`src/rtl/nlp_pkg.sv`:
```
// Shared types, constants and character helpers of the numeric literal parser.
package nlp_pkg;

   // Data widths.
   localparam int VALUE_WIDTH    = 64;
   localparam int EXPONENT_WIDTH = 16;
   localparam int WORK_WIDTH     = (VALUE_WIDTH > EXPONENT_WIDTH) ? VALUE_WIDTH : EXPONENT_WIDTH;
   localparam int RADIX_WIDTH    = 5;
   localparam int MAC_WIDTH      = WORK_WIDTH + RADIX_WIDTH;

   // Result status codes.
   typedef enum logic [1:0] {
      ST_OK       = 2'd0,
      ST_INVALID  = 2'd1,
      ST_ZERODIV  = 2'd2,
      ST_OVERFLOW = 2'd3
   } status_type;

   // Radix values and digit markers.
   localparam logic [RADIX_WIDTH-1:0] RADIX_NONE      = 5'd0;
   localparam logic [RADIX_WIDTH-1:0] RADIX_TWO       = 5'd2;
   localparam logic [RADIX_WIDTH-1:0] RADIX_EIGHT     = 5'd8;
   localparam logic [RADIX_WIDTH-1:0] RADIX_TEN       = 5'd10;
   localparam logic [RADIX_WIDTH-1:0] RADIX_HEX_SPLIT = 5'd15;
   localparam logic [RADIX_WIDTH-1:0] RADIX_HEX       = 5'd16;
   localparam logic [RADIX_WIDTH-1:0] DIGIT_NONE      = 5'd16;
   localparam logic [RADIX_WIDTH-1:0] DIGIT_ZERO      = 5'd0;

   // ASCII characters of interest.
   localparam logic [7:0] CH_ZERO  = 8'h30;
   localparam logic [7:0] CH_NINE  = 8'h39;
   localparam logic [7:0] CH_UA    = 8'h41;
   localparam logic [7:0] CH_UF    = 8'h46;
   localparam logic [7:0] CH_LA    = 8'h61;
   localparam logic [7:0] CH_LF    = 8'h66;
   localparam logic [7:0] CH_DOT   = 8'h2e;
   localparam logic [7:0] CH_SLASH = 8'h2f;
   localparam logic [7:0] CH_PLUS  = 8'h2b;
   localparam logic [7:0] CH_MINUS = 8'h2d;
   localparam logic [7:0] CH_UE    = 8'h45;
   localparam logic [7:0] CH_LE    = 8'h65;
   localparam logic [7:0] CH_UX    = 8'h58;
   localparam logic [7:0] CH_LX    = 8'h78;
   localparam logic [7:0] CH_UD    = 8'h44;
   localparam logic [7:0] CH_LD    = 8'h64;
   localparam logic [7:0] CH_UO    = 8'h4f;
   localparam logic [7:0] CH_LO    = 8'h6f;
   localparam logic [7:0] CH_UB    = 8'h42;
   localparam logic [7:0] CH_LB    = 8'h62;

   // Value of a hex digit character, or DIGIT_NONE for any other byte.
   function automatic logic [RADIX_WIDTH-1:0] digit_of(input logic [7:0] c);
      logic [RADIX_WIDTH-1:0] d;
      d = DIGIT_NONE;
      if (c inside {[CH_ZERO:CH_NINE]}) begin
         d = RADIX_WIDTH'(c - CH_ZERO);
      end else if (c inside {[CH_UA:CH_UF]}) begin
         d = RADIX_WIDTH'(c - CH_UA) + RADIX_TEN;
      end else if (c inside {[CH_LA:CH_LF]}) begin
         d = RADIX_WIDTH'(c - CH_LA) + RADIX_TEN;
      end
      return d;
   endfunction

   // Radix selected by a prefix letter, or RADIX_NONE.
   function automatic logic [RADIX_WIDTH-1:0] prefix_radix(input logic [7:0] c);
      logic [RADIX_WIDTH-1:0] r;
      case (c)
         CH_LX, CH_UX: r = RADIX_HEX;
         CH_LD, CH_UD: r = RADIX_TEN;
         CH_LO, CH_UO: r = RADIX_EIGHT;
         CH_LB, CH_UB: r = RADIX_TWO;
         default:      r = RADIX_NONE;
      endcase
      return r;
   endfunction

endpackage

```
`src/rtl/nlp_div.sv`:
```
// Iterative restoring divider, one quotient bit per cycle.
module nlp_div (
   input  logic                              clock,
   input  logic                              reset,
   input  logic                              start,
   input  logic [nlp_pkg::VALUE_WIDTH-1:0]   dividend,
   input  logic [nlp_pkg::VALUE_WIDTH-1:0]   divisor,
   output logic                              done,
   output logic [nlp_pkg::VALUE_WIDTH-1:0]   quotient
);
   import nlp_pkg::*;

   localparam int CntW = $clog2(VALUE_WIDTH + 1);

   logic                   busy_ff, busy_in;
   logic                   done_ff, done_in;
   logic [CntW-1:0]        cnt_ff, cnt_in;
   logic [VALUE_WIDTH-1:0] quo_ff, quo_in;
   logic [VALUE_WIDTH-1:0] rem_ff, rem_in;
   logic [VALUE_WIDTH-1:0] dvs_ff, dvs_in;
   logic [VALUE_WIDTH:0]   rem_sh;
   logic [VALUE_WIDTH:0]   diff;

   // Shift in the next dividend bit and try a subtraction.
   assign rem_sh = {rem_ff, quo_ff[VALUE_WIDTH-1]};
   assign diff   = rem_sh - {1'b0, dvs_ff};

   // Step control and datapath.
   always_comb begin
      busy_in = busy_ff;
      done_in = 1'b0;
      cnt_in  = cnt_ff;
      quo_in  = quo_ff;
      rem_in  = rem_ff;
      dvs_in  = dvs_ff;
      if (start) begin
         busy_in = 1'b1;
         cnt_in  = CntW'(VALUE_WIDTH);
         quo_in  = dividend;
         rem_in  = '0;
         dvs_in  = divisor;
      end else if (busy_ff) begin
         rem_in = diff[VALUE_WIDTH] ? rem_sh[VALUE_WIDTH-1:0] : diff[VALUE_WIDTH-1:0];
         quo_in = {quo_ff[VALUE_WIDTH-2:0], ~diff[VALUE_WIDTH]};
         cnt_in = cnt_ff - CntW'(1);
         if (cnt_ff == CntW'(1)) begin
            busy_in = 1'b0;
            done_in = 1'b1;
         end
      end
   end

   // Control registers.
   always_ff @(posedge clock) begin
      if (reset) begin
         busy_ff <= 1'b0;
         done_ff <= 1'b0;
         cnt_ff  <= '0;
      end else begin
         busy_ff <= busy_in;
         done_ff <= done_in;
         cnt_ff  <= cnt_in;
      end
   end

   // Datapath registers.
   always_ff @(posedge clock) begin
      quo_ff <= quo_in;
      rem_ff <= rem_in;
      dvs_ff <= dvs_in;
   end

   assign done     = done_ff;
   assign quotient = quo_ff;

endmodule

```
`src/rtl/numeric_literal_parser.sv`:
```
// Numeric literal parser: at most one ASCII character per item, one result per literal.
// An item that is not last is accepted, then takes one multiply-add pass; a slash closes
// the numerator part instead. The last item adds a finish pass, the exponent loop (a
// multiply-add pass per step when scaling up, a division through the shared divider per
// step when scaling down), a division for a/b literals, and an output state; one item at a time.
// Synchronous reset clears all parser state; the state also returns to reset after each result.
module numeric_literal_parser (
   input  logic                                  clock,
   input  logic                                  reset,
   input  logic                                  req_valid,
   output logic                                  req_stall,
   input  logic [7:0]                            req_ch,
   input  logic                                  req_has_char,
   input  logic                                  req_last,
   output logic                                  rsp_valid,
   input  logic                                  rsp_stall,
   output logic signed [nlp_pkg::VALUE_WIDTH-1:0] rsp_value,
   output logic [1:0]                            rsp_status
);
   import nlp_pkg::*;

   localparam logic [VALUE_WIDTH-1:0]    VALUE_LIMIT = {1'b0, {(VALUE_WIDTH-1){1'b1}}};
   localparam logic [EXPONENT_WIDTH-1:0] EXP_LIMIT   = '1;

   typedef enum logic [8:0] {
      S_IDLE  = 9'b000000001,
      S_CHAR  = 9'b000000010,
      S_FIN   = 9'b000000100,
      S_EXP   = 9'b000001000,
      S_EXPW  = 9'b000010000,
      S_SLASH = 9'b000100000,
      S_END   = 9'b001000000,
      S_DIVW  = 9'b010000000,
      S_OUT   = 9'b100000000
   } seq_type;

   typedef enum logic [10:0] {
      PH_M_START    = 11'b00000000001,
      PH_M_ZERO     = 11'b00000000010,
      PH_M_PREFIXED = 11'b00000000100,
      PH_M_DIGITS   = 11'b00000001000,
      PH_M_HEXSEP   = 11'b00000010000,
      PH_X_SIGN1    = 11'b00000100000,
      PH_X_SIGN2    = 11'b00001000000,
      PH_X_START    = 11'b00010000000,
      PH_X_ZERO     = 11'b00100000000,
      PH_X_PREFIXED = 11'b01000000000,
      PH_X_DIGITS   = 11'b10000000000
   } phase_type;

   // Registers.
   seq_type                 seq_ff, seq_in;
   phase_type               phase_ff, phase_in;
   logic [RADIX_WIDTH-1:0]  radix_ff, radix_in;
   logic [RADIX_WIDTH-1:0]  exp_radix_ff, exp_radix_in;
   logic [VALUE_WIDTH-1:0]  acc_ff, acc_in;
   logic [VALUE_WIDTH-1:0]  num_ff, num_in;
   logic [EXPONENT_WIDTH-1:0] exp_ff, exp_in;
   logic                    exp_neg_ff, exp_neg_in;
   logic [7:0]              held_ff, held_in;
   logic                    held_valid_ff, held_valid_in;
   logic                    frac_ff, frac_in;
   status_type              err_ff, err_in;
   logic                    div_pend_ff, div_pend_in;
   logic                    slash_ff, slash_in;
   logic [7:0]              ch_ff, ch_in;
   logic                    has_ff, has_in;
   logic                    last_ff, last_in;
   logic [VALUE_WIDTH-1:0]  res_ff, res_in;

   // Decode outputs.
   phase_type               f_phase;
   logic [RADIX_WIDTH-1:0]  f_radix, f_exp_radix;
   logic                    f_exp_neg, f_held_valid, f_frac;
   logic [7:0]              f_held;
   status_type              f_err;
   logic                    do_mant, do_exp, x_go;
   logic [RADIX_WIDTH-1:0]  pfx;
   logic                    tk_en, tk_exp, post_inv;
   logic [7:0]              tk_c;
   logic [RADIX_WIDTH-1:0]  tk_r, tk_d;

   // Shared multiply-add unit.
   logic [WORK_WIDTH-1:0]   mac_a;
   logic [MAC_WIDTH-1:0]    mac, mac_lim;
   logic                    mac_ovf;

   // Digit-take results.
   logic                    k_frac;
   status_type              k_err;
   logic [VALUE_WIDTH-1:0]  k_acc;
   logic [EXPONENT_WIDTH-1:0] k_exp;

   // Divider interface.
   logic                    div_start, div_done;
   logic [VALUE_WIDTH-1:0]  div_a, div_b, div_q;
   seq_type                 done_target, after_target;

   // Character decode: phase moves and which digit goes to the multiply-add unit.
   always_comb begin
      f_phase      = phase_ff;
      f_radix      = radix_ff;
      f_exp_radix  = exp_radix_ff;
      f_exp_neg    = exp_neg_ff;
      f_held       = held_ff;
      f_held_valid = held_valid_ff;
      f_frac       = frac_ff;
      f_err        = err_ff;
      do_mant      = 1'b0;
      do_exp       = 1'b0;
      x_go         = 1'b0;
      pfx          = RADIX_NONE;
      tk_en        = 1'b0;
      tk_exp       = 1'b0;
      tk_c         = ch_ff;
      tk_r         = radix_ff;
      tk_d         = DIGIT_ZERO;
      post_inv     = 1'b0;

      if (seq_ff == S_CHAR) begin
         pfx = prefix_radix(ch_ff);
         case (phase_ff)
            PH_M_START: begin
               if (ch_ff == CH_ZERO) begin
                  f_phase = PH_M_ZERO;
               end else begin
                  f_phase = PH_M_DIGITS;
                  do_mant = 1'b1;
               end
            end
            PH_M_ZERO: begin
               if (pfx != RADIX_NONE) begin
                  f_radix = pfx;
                  f_phase = PH_M_PREFIXED;
               end else begin
                  f_radix = (ch_ff == CH_DOT) ? RADIX_TEN : RADIX_EIGHT;
                  f_phase = PH_M_DIGITS;
                  do_mant = 1'b1;
               end
            end
            PH_M_PREFIXED, PH_M_DIGITS: begin
               f_phase = PH_M_DIGITS;
               do_mant = 1'b1;
            end
            PH_M_HEXSEP: begin
               f_held_valid = 1'b0;
               f_frac       = 1'b0;
               f_phase      = exp_neg_ff ? PH_X_START : PH_X_SIGN2;
               do_exp       = 1'b1;
            end
            default: begin
               do_exp = 1'b1;
            end
         endcase

         // Mantissa character: exponent separator, hex sign, held hex digit or plain digit.
         if (do_mant) begin
            if (f_radix < RADIX_HEX_SPLIT) begin
               if (ch_ff == CH_LE || ch_ff == CH_UE) begin
                  f_phase = PH_X_SIGN1;
                  f_frac  = 1'b0;
               end else begin
                  tk_en = 1'b1;
                  tk_c  = ch_ff;
                  tk_r  = f_radix;
                  tk_d  = digit_of(ch_ff);
               end
            end else if (ch_ff == CH_PLUS || ch_ff == CH_MINUS) begin
               if (!held_valid_ff) begin
                  f_err = ST_INVALID;
               end else begin
                  f_exp_neg = (ch_ff == CH_MINUS);
                  f_phase   = PH_M_HEXSEP;
               end
            end else begin
               if (held_valid_ff) begin
                  tk_en = 1'b1;
                  tk_c  = held_ff;
                  tk_r  = f_radix;
                  tk_d  = digit_of(held_ff);
               end
               f_held       = ch_ff;
               f_held_valid = 1'b1;
            end
         end

         // Exponent character: signs, optional prefix, then digits.
         if (do_exp) begin
            x_go = 1'b1;
            if (f_phase == PH_X_SIGN1) begin
               if (ch_ff == CH_PLUS) begin
                  f_phase = PH_X_SIGN2;
                  x_go    = 1'b0;
               end else if (ch_ff == CH_MINUS) begin
                  f_exp_neg = 1'b1;
                  f_phase   = PH_X_START;
                  x_go      = 1'b0;
               end else begin
                  f_phase = PH_X_START;
               end
            end else if (f_phase == PH_X_SIGN2) begin
               if (ch_ff == CH_MINUS) begin
                  f_exp_neg = 1'b1;
                  f_phase   = PH_X_START;
                  x_go      = 1'b0;
               end else begin
                  f_phase = PH_X_START;
               end
            end
            if (x_go) begin
               if (f_phase == PH_X_START) begin
                  if (ch_ff == CH_ZERO) begin
                     f_phase = PH_X_ZERO;
                     x_go    = 1'b0;
                  end else begin
                     f_exp_radix = RADIX_TEN;
                     f_phase     = PH_X_DIGITS;
                  end
               end else if (f_phase == PH_X_ZERO) begin
                  if (pfx != RADIX_NONE) begin
                     f_exp_radix = pfx;
                     f_phase     = PH_X_PREFIXED;
                     x_go        = 1'b0;
                  end else begin
                     f_exp_radix = (ch_ff == CH_DOT) ? RADIX_TEN : RADIX_EIGHT;
                     f_phase     = PH_X_DIGITS;
                  end
               end else begin
                  f_phase = PH_X_DIGITS;
               end
            end
            if (x_go) begin
               tk_en  = 1'b1;
               tk_exp = 1'b1;
               tk_c   = ch_ff;
               tk_r   = f_exp_radix;
               tk_d   = digit_of(ch_ff);
            end
         end
      end else if (seq_ff == S_FIN) begin
         // Close the part: bare prefix or dangling separator, then the held hex digit.
         if (phase_ff inside {PH_M_PREFIXED, PH_X_PREFIXED, PH_X_SIGN1}) begin
            f_err = ST_INVALID;
         end else if (phase_ff == PH_M_DIGITS && held_valid_ff) begin
            f_held_valid = 1'b0;
            tk_en        = 1'b1;
            tk_c         = held_ff;
            tk_d         = digit_of(held_ff);
         end else if (phase_ff == PH_M_HEXSEP) begin
            f_held_valid = 1'b0;
            tk_en        = 1'b1;
            tk_c         = held_ff;
            tk_d         = digit_of(held_ff);
            post_inv     = 1'b1;
         end
      end
   end

   // Multiply-add with range check: target * radix + digit against the limit.
   assign mac_a   = tk_exp ? WORK_WIDTH'(exp_ff) : WORK_WIDTH'(acc_ff);
   assign mac     = MAC_WIDTH'(mac_a) * MAC_WIDTH'(tk_r) + MAC_WIDTH'(tk_d);
   assign mac_lim = tk_exp ? MAC_WIDTH'(EXP_LIMIT) : MAC_WIDTH'(VALUE_LIMIT);
   assign mac_ovf = (mac > mac_lim);

   // Digit take: fraction point, range check, overflow, accumulate.
   always_comb begin
      k_frac = f_frac;
      k_err  = f_err;
      k_acc  = acc_ff;
      k_exp  = exp_ff;
      if (tk_en) begin
         if (tk_c == CH_DOT) begin
            if (f_frac) begin
               if (k_err == ST_OK) k_err = ST_INVALID;
            end else begin
               k_frac = 1'b1;
            end
         end else if (tk_d >= tk_r) begin
            if (k_err == ST_OK) k_err = ST_INVALID;
         end else if (!f_frac) begin
            if (mac_ovf) begin
               if (k_err == ST_OK) k_err = ST_OVERFLOW;
            end else if (tk_exp) begin
               k_exp = mac[EXPONENT_WIDTH-1:0];
            end else begin
               k_acc = mac[VALUE_WIDTH-1:0];
            end
         end
      end
      if (post_inv && k_err == ST_OK) k_err = ST_INVALID;
   end

   assign done_target  = slash_ff ? S_SLASH : S_END;
   assign after_target = last_ff ? S_FIN : S_IDLE;

   // Sequencer.
   always_comb begin
      seq_in        = seq_ff;
      phase_in      = phase_ff;
      radix_in      = radix_ff;
      exp_radix_in  = exp_radix_ff;
      acc_in        = acc_ff;
      num_in        = num_ff;
      exp_in        = exp_ff;
      exp_neg_in    = exp_neg_ff;
      held_in       = held_ff;
      held_valid_in = held_valid_ff;
      frac_in       = frac_ff;
      err_in        = err_ff;
      div_pend_in   = div_pend_ff;
      slash_in      = slash_ff;
      ch_in         = ch_ff;
      has_in        = has_ff;
      last_in       = last_ff;
      res_in        = res_ff;
      div_start     = 1'b0;
      div_a         = acc_ff;
      div_b         = VALUE_WIDTH'(radix_ff);

      case (seq_ff)
         S_IDLE: begin
            if (req_valid) begin
               ch_in  = req_ch;
               has_in = req_has_char;
               last_in = req_last;
               seq_in = S_CHAR;
            end
         end
         S_CHAR: begin
            seq_in = after_target;
            if (has_ff && err_ff == ST_OK) begin
               if (ch_ff == CH_SLASH) begin
                  if (div_pend_ff) begin
                     err_in = ST_INVALID;
                  end else begin
                     slash_in = 1'b1;
                     seq_in   = S_FIN;
                  end
               end else begin
                  phase_in      = f_phase;
                  radix_in      = f_radix;
                  exp_radix_in  = f_exp_radix;
                  exp_neg_in    = f_exp_neg;
                  held_in       = f_held;
                  held_valid_in = f_held_valid;
                  frac_in       = k_frac;
                  err_in        = k_err;
                  acc_in        = k_acc;
                  exp_in        = k_exp;
               end
            end
         end
         S_FIN: begin
            if (err_ff != ST_OK) begin
               seq_in = done_target;
            end else begin
               held_valid_in = f_held_valid;
               frac_in       = k_frac;
               err_in        = k_err;
               acc_in        = k_acc;
               seq_in        = (k_err != ST_OK) ? done_target : S_EXP;
            end
         end
         S_EXP: begin
            // One exponent step per pass until the count or the value reaches zero or the value overflows.
            if (exp_ff == '0 || acc_ff == '0) begin
               seq_in = done_target;
            end else if (exp_neg_ff) begin
               div_start = 1'b1;
               seq_in    = S_EXPW;
            end else if (mac_ovf) begin
               err_in = ST_OVERFLOW;
               seq_in = done_target;
            end else begin
               acc_in = mac[VALUE_WIDTH-1:0];
               exp_in = exp_ff - EXPONENT_WIDTH'(1);
            end
         end
         S_EXPW: begin
            if (div_done) begin
               acc_in = div_q;
               exp_in = exp_ff - EXPONENT_WIDTH'(1);
               seq_in = S_EXP;
            end
         end
         S_SLASH: begin
            // Keep the numerator and start the divisor part.
            num_in        = acc_ff;
            div_pend_in   = 1'b1;
            slash_in      = 1'b0;
            phase_in      = PH_M_START;
            radix_in      = RADIX_TEN;
            exp_radix_in  = RADIX_TEN;
            acc_in        = '0;
            exp_in        = '0;
            exp_neg_in    = 1'b0;
            held_in       = '0;
            held_valid_in = 1'b0;
            frac_in       = 1'b0;
            seq_in        = after_target;
         end
         S_END: begin
            res_in = acc_ff;
            seq_in = S_OUT;
            if (div_pend_ff && err_ff == ST_OK) begin
               if (acc_ff == '0) begin
                  err_in = ST_ZERODIV;
               end else begin
                  div_start = 1'b1;
                  div_a     = num_ff;
                  div_b     = acc_ff;
                  seq_in    = S_DIVW;
               end
            end
         end
         S_DIVW: begin
            if (div_done) begin
               res_in = div_q;
               seq_in = S_OUT;
            end
         end
         S_OUT: begin
            // Result taken: back to the reset state.
            if (!rsp_stall) begin
               seq_in        = S_IDLE;
               phase_in      = PH_M_START;
               radix_in      = RADIX_TEN;
               exp_radix_in  = RADIX_TEN;
               acc_in        = '0;
               num_in        = '0;
               exp_in        = '0;
               exp_neg_in    = 1'b0;
               held_in       = '0;
               held_valid_in = 1'b0;
               frac_in       = 1'b0;
               err_in        = ST_OK;
               div_pend_in   = 1'b0;
               slash_in      = 1'b0;
            end
         end
         default: begin
            seq_in = S_IDLE;
         end
      endcase
   end

   // Control and parser state registers.
   always_ff @(posedge clock) begin
      if (reset) begin
         seq_ff        <= S_IDLE;
         phase_ff      <= PH_M_START;
         radix_ff      <= RADIX_TEN;
         exp_radix_ff  <= RADIX_TEN;
         acc_ff        <= '0;
         num_ff        <= '0;
         exp_ff        <= '0;
         exp_neg_ff    <= 1'b0;
         held_ff       <= '0;
         held_valid_ff <= 1'b0;
         frac_ff       <= 1'b0;
         err_ff        <= ST_OK;
         div_pend_ff   <= 1'b0;
         slash_ff      <= 1'b0;
      end else begin
         seq_ff        <= seq_in;
         phase_ff      <= phase_in;
         radix_ff      <= radix_in;
         exp_radix_ff  <= exp_radix_in;
         acc_ff        <= acc_in;
         num_ff        <= num_in;
         exp_ff        <= exp_in;
         exp_neg_ff    <= exp_neg_in;
         held_ff       <= held_in;
         held_valid_ff <= held_valid_in;
         frac_ff       <= frac_in;
         err_ff        <= err_in;
         div_pend_ff   <= div_pend_in;
         slash_ff      <= slash_in;
      end
   end

   // Captured item and result registers.
   always_ff @(posedge clock) begin
      ch_ff   <= ch_in;
      has_ff  <= has_in;
      last_ff <= last_in;
      res_ff  <= res_in;
   end

   // Shared divider for downward exponent steps and the final a/b division.
   nlp_div u_div (
      .clock    (clock),
      .reset    (reset),
      .start    (div_start),
      .dividend (div_a),
      .divisor  (div_b),
      .done     (div_done),
      .quotient (div_q)
   );

   // Ports.
   assign req_stall  = (seq_ff != S_IDLE);
   assign rsp_valid  = (seq_ff == S_OUT);
   assign rsp_value  = (err_ff == ST_OK) ? res_ff : '0;
   assign rsp_status = err_ff;

endmodule

```
`config.mk`:
```
export PLATFORM = sky130hd
export DESIGN_NAME = numeric_literal_parser
export DESIGN_NICKNAME = d
export VERILOG_FILES = /design/src/rtl/nlp_pkg.sv /design/src/rtl/nlp_div.sv /design/src/rtl/numeric_literal_parser.sv
export SDC_FILE = /design/constraint.sdc
export NUM_CORES = 2
export LEC_CHECK = 0
export ABC_AREA = 1
export BUFFER_PORTS_ARGS = -buffer_cell sky130_fd_sc_hd__buf_2
export CORE_ASPECT_RATIO = 0.6
export CORE_UTILIZATION = 55
export DETAILED_ROUTE_END_ITERATION = 10
export GPL_ROUTABILITY_DRIVEN = 0
export HOLD_SLACK_MARGIN = 0.03
export PLACE_DENSITY = 0.71
export SLEW_MARGIN = 20
export SYNTH_ARGS = -nofsm -noshare
export SYNTH_HDL_FRONTEND = slang
export SYNTH_SLANG_ARGS = --single-unit
```
`constraint.sdc`:
```
create_clock -name clock -period 19.29 [get_ports clock]
set_input_delay 2.8935 -clock clock [delete_from_list [all_inputs] [get_ports clock]]
set_output_delay 2.8935 -clock clock [all_outputs]
set_load 0.01 [all_outputs]
```
**Word level (Yosys, flattened, before mapping)**

Cells that the tools add are included.

- Add/subtract/negate cells: 14
- $mul: 1
- Magnitude comparators: 15
- Eq/ne operators: 65
- Mux-type cells: 261
- Bitwise operators: 4
- Reduce and logical (&&, ||, !) cells: 51

Operators with widths:

| kind | number |
|---|---|
| $mux W64 | 22 |
| $pmux W64 S6 | 1 |
| $pmux W64 S2 | 2 |
| $mux W5 | 43 |
| $mux W11 | 19 |
| $mux W16 | 13 |
| $mux W8 | 19 |
| $mux W9 | 9 |
| $pmux W9 S9 | 1 |
| $eq A8 B7 Y1 const B | 10 |
| $pmux W16 S5 | 1 |
| $mux W1 | 78 |
| $add A69 B5 Y69 | 1 |
| $gt A69 B63 Y1 | 1 |
| $mul A64 B5 Y69 | 1 |
| $sub A65 B64 Y65 | 1 |
| $logic_not A64 Y1 | 1 |
| $mux W63 | 1 |
| $mux W2 | 27 |
| $eq A8 B6 Y1 const B | 6 |
| $pmux W11 S4 | 1 |
| $ne A2 B2 Y1 const B | 19 |
| $mux W7 | 5 |
| $pmux W11 S3 | 1 |
| 64 further kinds | 128 |

- Flip-flop bits (word level): 464
- Output and inout port bits: 68
- Word-level logic and storage cells: 437

**Longest topological paths before layout**

- Word-level depth: 42
- Depth in mapped cells: 77
- Depth with buffers taken out: 77

**By module**

Synthesis repeated with hierarchy kept, for this count alone.

- Cell total of the unflattened synthesis: 6577
- Area total of the unflattened synthesis: 42988.7 um^2

By module, submodules not included:

| module | times used | cells an instance | area an instance (um^2) | seq. area each (um^2) |
|---|---|---|---|---|
| numeric_literal_parser | 1 | 4286 | 28588.7 | 6005.8 |
| nlp_div | 1 | 2291 | 14400.1 | 5305.1 |

**Worst setup path before layout**

Ideal clock, no wire load.

- Path kind: flip-flop to flip-flop
- From: reg ch_ff[0]
- To: reg exp_ff[11]
- Arrival: 9.887 ns
- Required time: 19.175 ns
- Slack: 9.288 ns
- Stages on the path, launching flop included: 62
- Cell sequence: edfxtp_1 -> inv_1 -> ha_1 -> nand2_1 -> nor2_1 -> inv_1 -> nand2_1 -> nand2_1 -> nor2_1 -> a21oi_1 -> nand3_1 -> nand2_1 -> nor2_2 -> nand2_2 -> nand2_1 -> nand2_1 -> o21ai_1 -> nor2_2 -> (+26 left out) -> xor2_1 -> ha_1 -> nand2_1 -> inv_1 -> nand3_1 -> nor3_1 -> nand4_1 -> nor3_1 -> nand4_1 -> nand2_1 -> nand3_2 -> nor2_1 -> inv_1 -> a2111oi_4 -> clkbuf_1 -> nand3b_1 -> nand2_1 -> nor2_1

- Word-level cells in the longest chain between the ends: 38

RTL lines:

| element | line | source |
|---|---|---|
| start: declaration | numeric_literal_parser.sv:66 | `logic [7:0] ch_ff, ch_in;` |
| start signal: assignment | numeric_literal_parser.sv:484 | `ch_ff <= ch_in;` |
| branches (longest 38 deep; another with $lt A5 B4 Y1) | - |  |
| end signal: assignment | numeric_literal_parser.sv:471 | `exp_ff <= exp_in;` |
| end: declaration | numeric_literal_parser.sv:58 | `logic [EXPONENT_WIDTH-1:0] exp_ff, exp_in;` |

Several ways; the timed one is not identified. The select of a mux whose other input is x is not followed.
A chain may end at the register's enable or synchronous reset.

**Worst setup path in the final report**

- From: reg ch_ff[0]
- To: reg acc_ff[50]

- Word-level cells in the longest chain between the ends: 38

RTL lines:

| element | line | source |
|---|---|---|
| $eq A8 B7 Y1 | nlp_pkg.sv:68 | `case (c)` |
| $reduce_or A2 Y1 | nlp_pkg.sv:68 |  |
| $pmux W5 S4 | nlp_pkg.sv:68 |  |
| $mux W5 | numeric_literal_parser.sv:120 | `if (seq_ff == S_CHAR) begin` |
| $reduce_bool A5 Y1 | numeric_literal_parser.sv:132, numeric_literal_parser.sv:220 |  |
| $mux W5 / $mux W4 (equally long branches) | numeric_literal_parser.sv:132, numeric_literal_parser.sv:220 |  |
| $mux W5 / $pmux W11 S4 (equally long branches) | numeric_literal_parser.sv:122 | `case (phase_ff)` |
| $mux W5 / $mux W11 (equally long branches) | numeric_literal_parser.sv:120, numeric_literal_parser.sv:169 |  |
| (+22 left out) | - |  |
| $mux W64 | numeric_literal_parser.sv:281 | `if (mac_ovf) begin` |
| $mux W64 | numeric_literal_parser.sv:280 | `end else if (!f_frac) begin` |
| $mux W64 | numeric_literal_parser.sv:278 | `end else if (tk_d >= tk_r) begin` |
| $mux W64 | numeric_literal_parser.sv:272 | `if (tk_c == CH_DOT) begin` |
| $mux W64 | numeric_literal_parser.sv:271 | `if (tk_en) begin` |
| $mux W64 | numeric_literal_parser.sv:332 | `if (ch_ff == CH_SLASH) begin` |
| $mux W64 | numeric_literal_parser.sv:331 | `if (has_ff && err_ff == ST_OK) begin` |
| $pmux W64 S6 | numeric_literal_parser.sv:320 | `case (seq_ff)` |
| end signal: assignment | numeric_literal_parser.sv:469 | `acc_ff <= acc_in;` |
| end: declaration | numeric_literal_parser.sv:56 | `logic [VALUE_WIDTH-1:0] acc_ff, acc_in;` |

Parallel ways exist; a longest one is shown, timed or not. The select of a mux whose other input is x is not followed.

==> metrics <==
buffers added on ports=81; Syn Inst Count=roughly 5600; die width=349.2 um; Final period util=73.67%; die height=210.3 um; FF-to-FF Start=ch_ff[0]; min Tclk post-route=14210 ps; Final Skew=44.97 ps; reg2reg setup slack=5080 ps; hpwl dp=~100000 um; CTS Root Cell=clkbuf_16; Clock Pin Slew Worst Setup and Hold Paths=70 ps; crit path kind=reg2reg; synthesis-stage register bit count=464; PD cells=65.03 nW/um2; DRT Pass-1 Iters=6; Min-Delay Startpoint=exp_radix_ff[2]; WHS Endpoint=exp_radix_ff[2]; Crit path required time=19810 ps; commonest cells after routing, fill and taps aside=nand2_1, inv_1, nor2_1; largest net degree at the start of global routing=102; Distinct cells, synth=72; Clock Sink Count=~460; Setup TNS=0 ps; post-CTS setup buffers=0; area of the die=73450 um2; crit path max-delay cell type=inv_2; Crit path arrival time=14730 ps; Iter 0 DRT Violations=5108; detailed-route via count=37820; sequential area share after synthesis=28.43%; antenna cells=0; DRC Markers=0; Slew Limit Fails=0; average cell area after synthesis=7.044 um2; Util after Layout=roughly 60%; RSZ-0062 raised after global routing=false; CTS tree=built; fill cell count=between 6000 and 7000; max_cap viols=0; antenna violations before repair=0; area grow syn2layout=6.585%; worst rel slew slack=25.85%; Inserted Clock Buffers=47; Setup crit start kind=flop; clock latency on the worst-skew pair=~630 ps; Max Freq=70.36 MHz; Initial Util=a little under three fifths; Setup crit end kind=flop; most used flip-flop cell after synthesis=dfxtp_1; reg-to-reg critical path endpoint=acc_ff[50]; routed wire length=125500 um; WHS Path Cells=2; outcome=finished clean; final hold vios=0; vias in the first global route=34220; Tot Pwr=approximately 2800 uW; Post-synth EDFFs=around 200; asr flop ratio synth=0%; CP max FO=66; global route total overflow=0; Global Route Usage Sum=34.06%; Longest Clk Path Bufs=3; VDD IR max=0.06482 mV; Resize count post-CTS=0; most frequent CP cell=nand2_1; most common cell after layout, fill and taps aside=nand2_1; first-pass GRT wire length=196400 um; Site Rows=75; Least-Margin Pin Slew=1112 ps; Register-to-Register Path Depth=between 60 and 70; Mapped Nets=slightly above 6000; vias per inst=5.718; share of post-route cells with drive strength above 1=4.831%; CP peak stage delay=1070 ps; NumNets Final=6081; Antenna Nets Post-Route=0; I/O pins=82; Core ar.=70760 um2; Hold Path Class=reg2reg; YS warnings=0; # hold bufs at CTS=0; leakage power=0.02044 uW; final setup fails=0; H-tree levels=2; WL/cell=18.97 um; Synth Cell Area=39790 um2
worst max-delay path, delay by kind of cell, from the launching register on:
kind / cells / cell delay [ps]
flip-flops: 1 / 470
adder cells (fa/ha/maj): 6 / 2340
XOR/XNOR: 1 / 440
buffers and inverters: 11 / 2970
AO/OA/AOI/OAI: 12 / 3260
AND/OR/NAND/NOR: 32 / 4480
how the worst max path moves through the flow:
stage,from,endpoint,slack (ps),cells after the start
after floorplan,ch_ff[0],exp_ff[11],9290,61
after global placement,ch_ff[0],acc_ff[58],5760,61
after detailed placement,ch_ff[0],acc_ff[51],5600,62
after CTS,ch_ff[0],acc_ff[51],5510,62
after global routing,ch_ff[0],acc_ff[11],3990,63
final,ch_ff[0],acc_ff[50],5080,62
synth_stat cells, types with 57 or more instances:
cell type | n | area (um2)
o21ai_0 | 362 | 1812
xnor2_1 | 59 | 516.8
inv_1 | 949 | 3562
o21ai_1 | 89 | 445.4
edfxtp_1 | 202 | 6066
clkbuf_1 | 124 | 465.5
nand3_1 | 106 | 530.5
dfxtp_1 | 262 | 5245
nand2_1 | 1167 | 4380
nor3_1 | 57 | 285.3
xor2_1 | 68 | 595.6
o211ai_1 | 97 | 728.2
ha_1 | 263 | 3291
fa_1 | 192 | 3844
nor2_1 | 860 | 3228
a21oi_1 | 353 | 1767
cell type report:
| type | instances | area (um2) | area share [%] |
|---|---|---|---|
| inverters | 963 | 3618 | 8.533 |
| clock inverters | 29 | 261.5 | 0.6167 |
| clock buffers | 59 | 1262 | 2.977 |
| flip-flops and latches | 464 | 11310 | 26.67 |
| repair buffers | 113 | 660.6 | 1.558 |
| multi-input cells | 4023 | 24090 | 56.80 |
| well taps | 962 | 1204 | 2.838 |
where the power goes:
part	internal (uW)	switching, uW	leakage, uW	total (uW)
sequential	1050	36.8	0.00400	1080
combinational	219	518	0.0157	737
clock	499	438	0.000718	937
total	1760	993	0.0204	2760
state kept, by name (all words and copies together) (netlist names), 2 cells and up:
signal / cells
held_ff: 8
u_div.quotient: 64
ch_ff: 8
acc_ff: 64
rsp_status: 2
num_ff: 64
u_div.rem_ff: 64
radix_ff: 5
exp_ff: 16
seq_ff: 9
res_ff: 64
exp_radix_ff: 5
u_div.dvs_ff: 64
u_div.cnt_ff: 7
phase_ff: 11
layer usage:
| layer | wire (um) | part of all wire (%) | GRT usage, % | vias to the layer above |
|---|---|---|---|---|
| met3 | 19230 | 15 | 11.06 | 139 |
| met5 | 0 | 0 | 0 | - |
| met2 | 44780 | 36 | 41.92 | 2161 |
| met4 | 1645 | 1.3 | 5.445 | 0 |
| li1 | - | - | - | 18090 |
| met1 | 59820 | 48 | 56.08 | 17430 |
stage by stage:
stage          hold WS (ps)  worst slack [ps]  instance area (um2)  cells
5_1_grt               476.7              3989                42410   6613
3_3_place_gp          436.4              5756                40840   6524
3_5_place_dp          439.9              5600                40850   6524
6_report              454.0              5078                42410   6613
2_1_floorplan         424.7              9288                39790   5648
4_1_cts               450.6              5514                42370   6612
logic make-up after synthesis:
kind of cell	count (synthesis)	share of synthesized area, %
XOR/XNOR	127	2.796
buffers and inverters	1161	11.32
flip-flops	464	28.43
adder cells (fa/ha/maj)	455	17.93
multiplexers	2	0.05346
AND/OR/NAND/NOR	2349	23.91
AO/OA/AOI/OAI	1090	15.55
(Power assumes the default switching activity.)
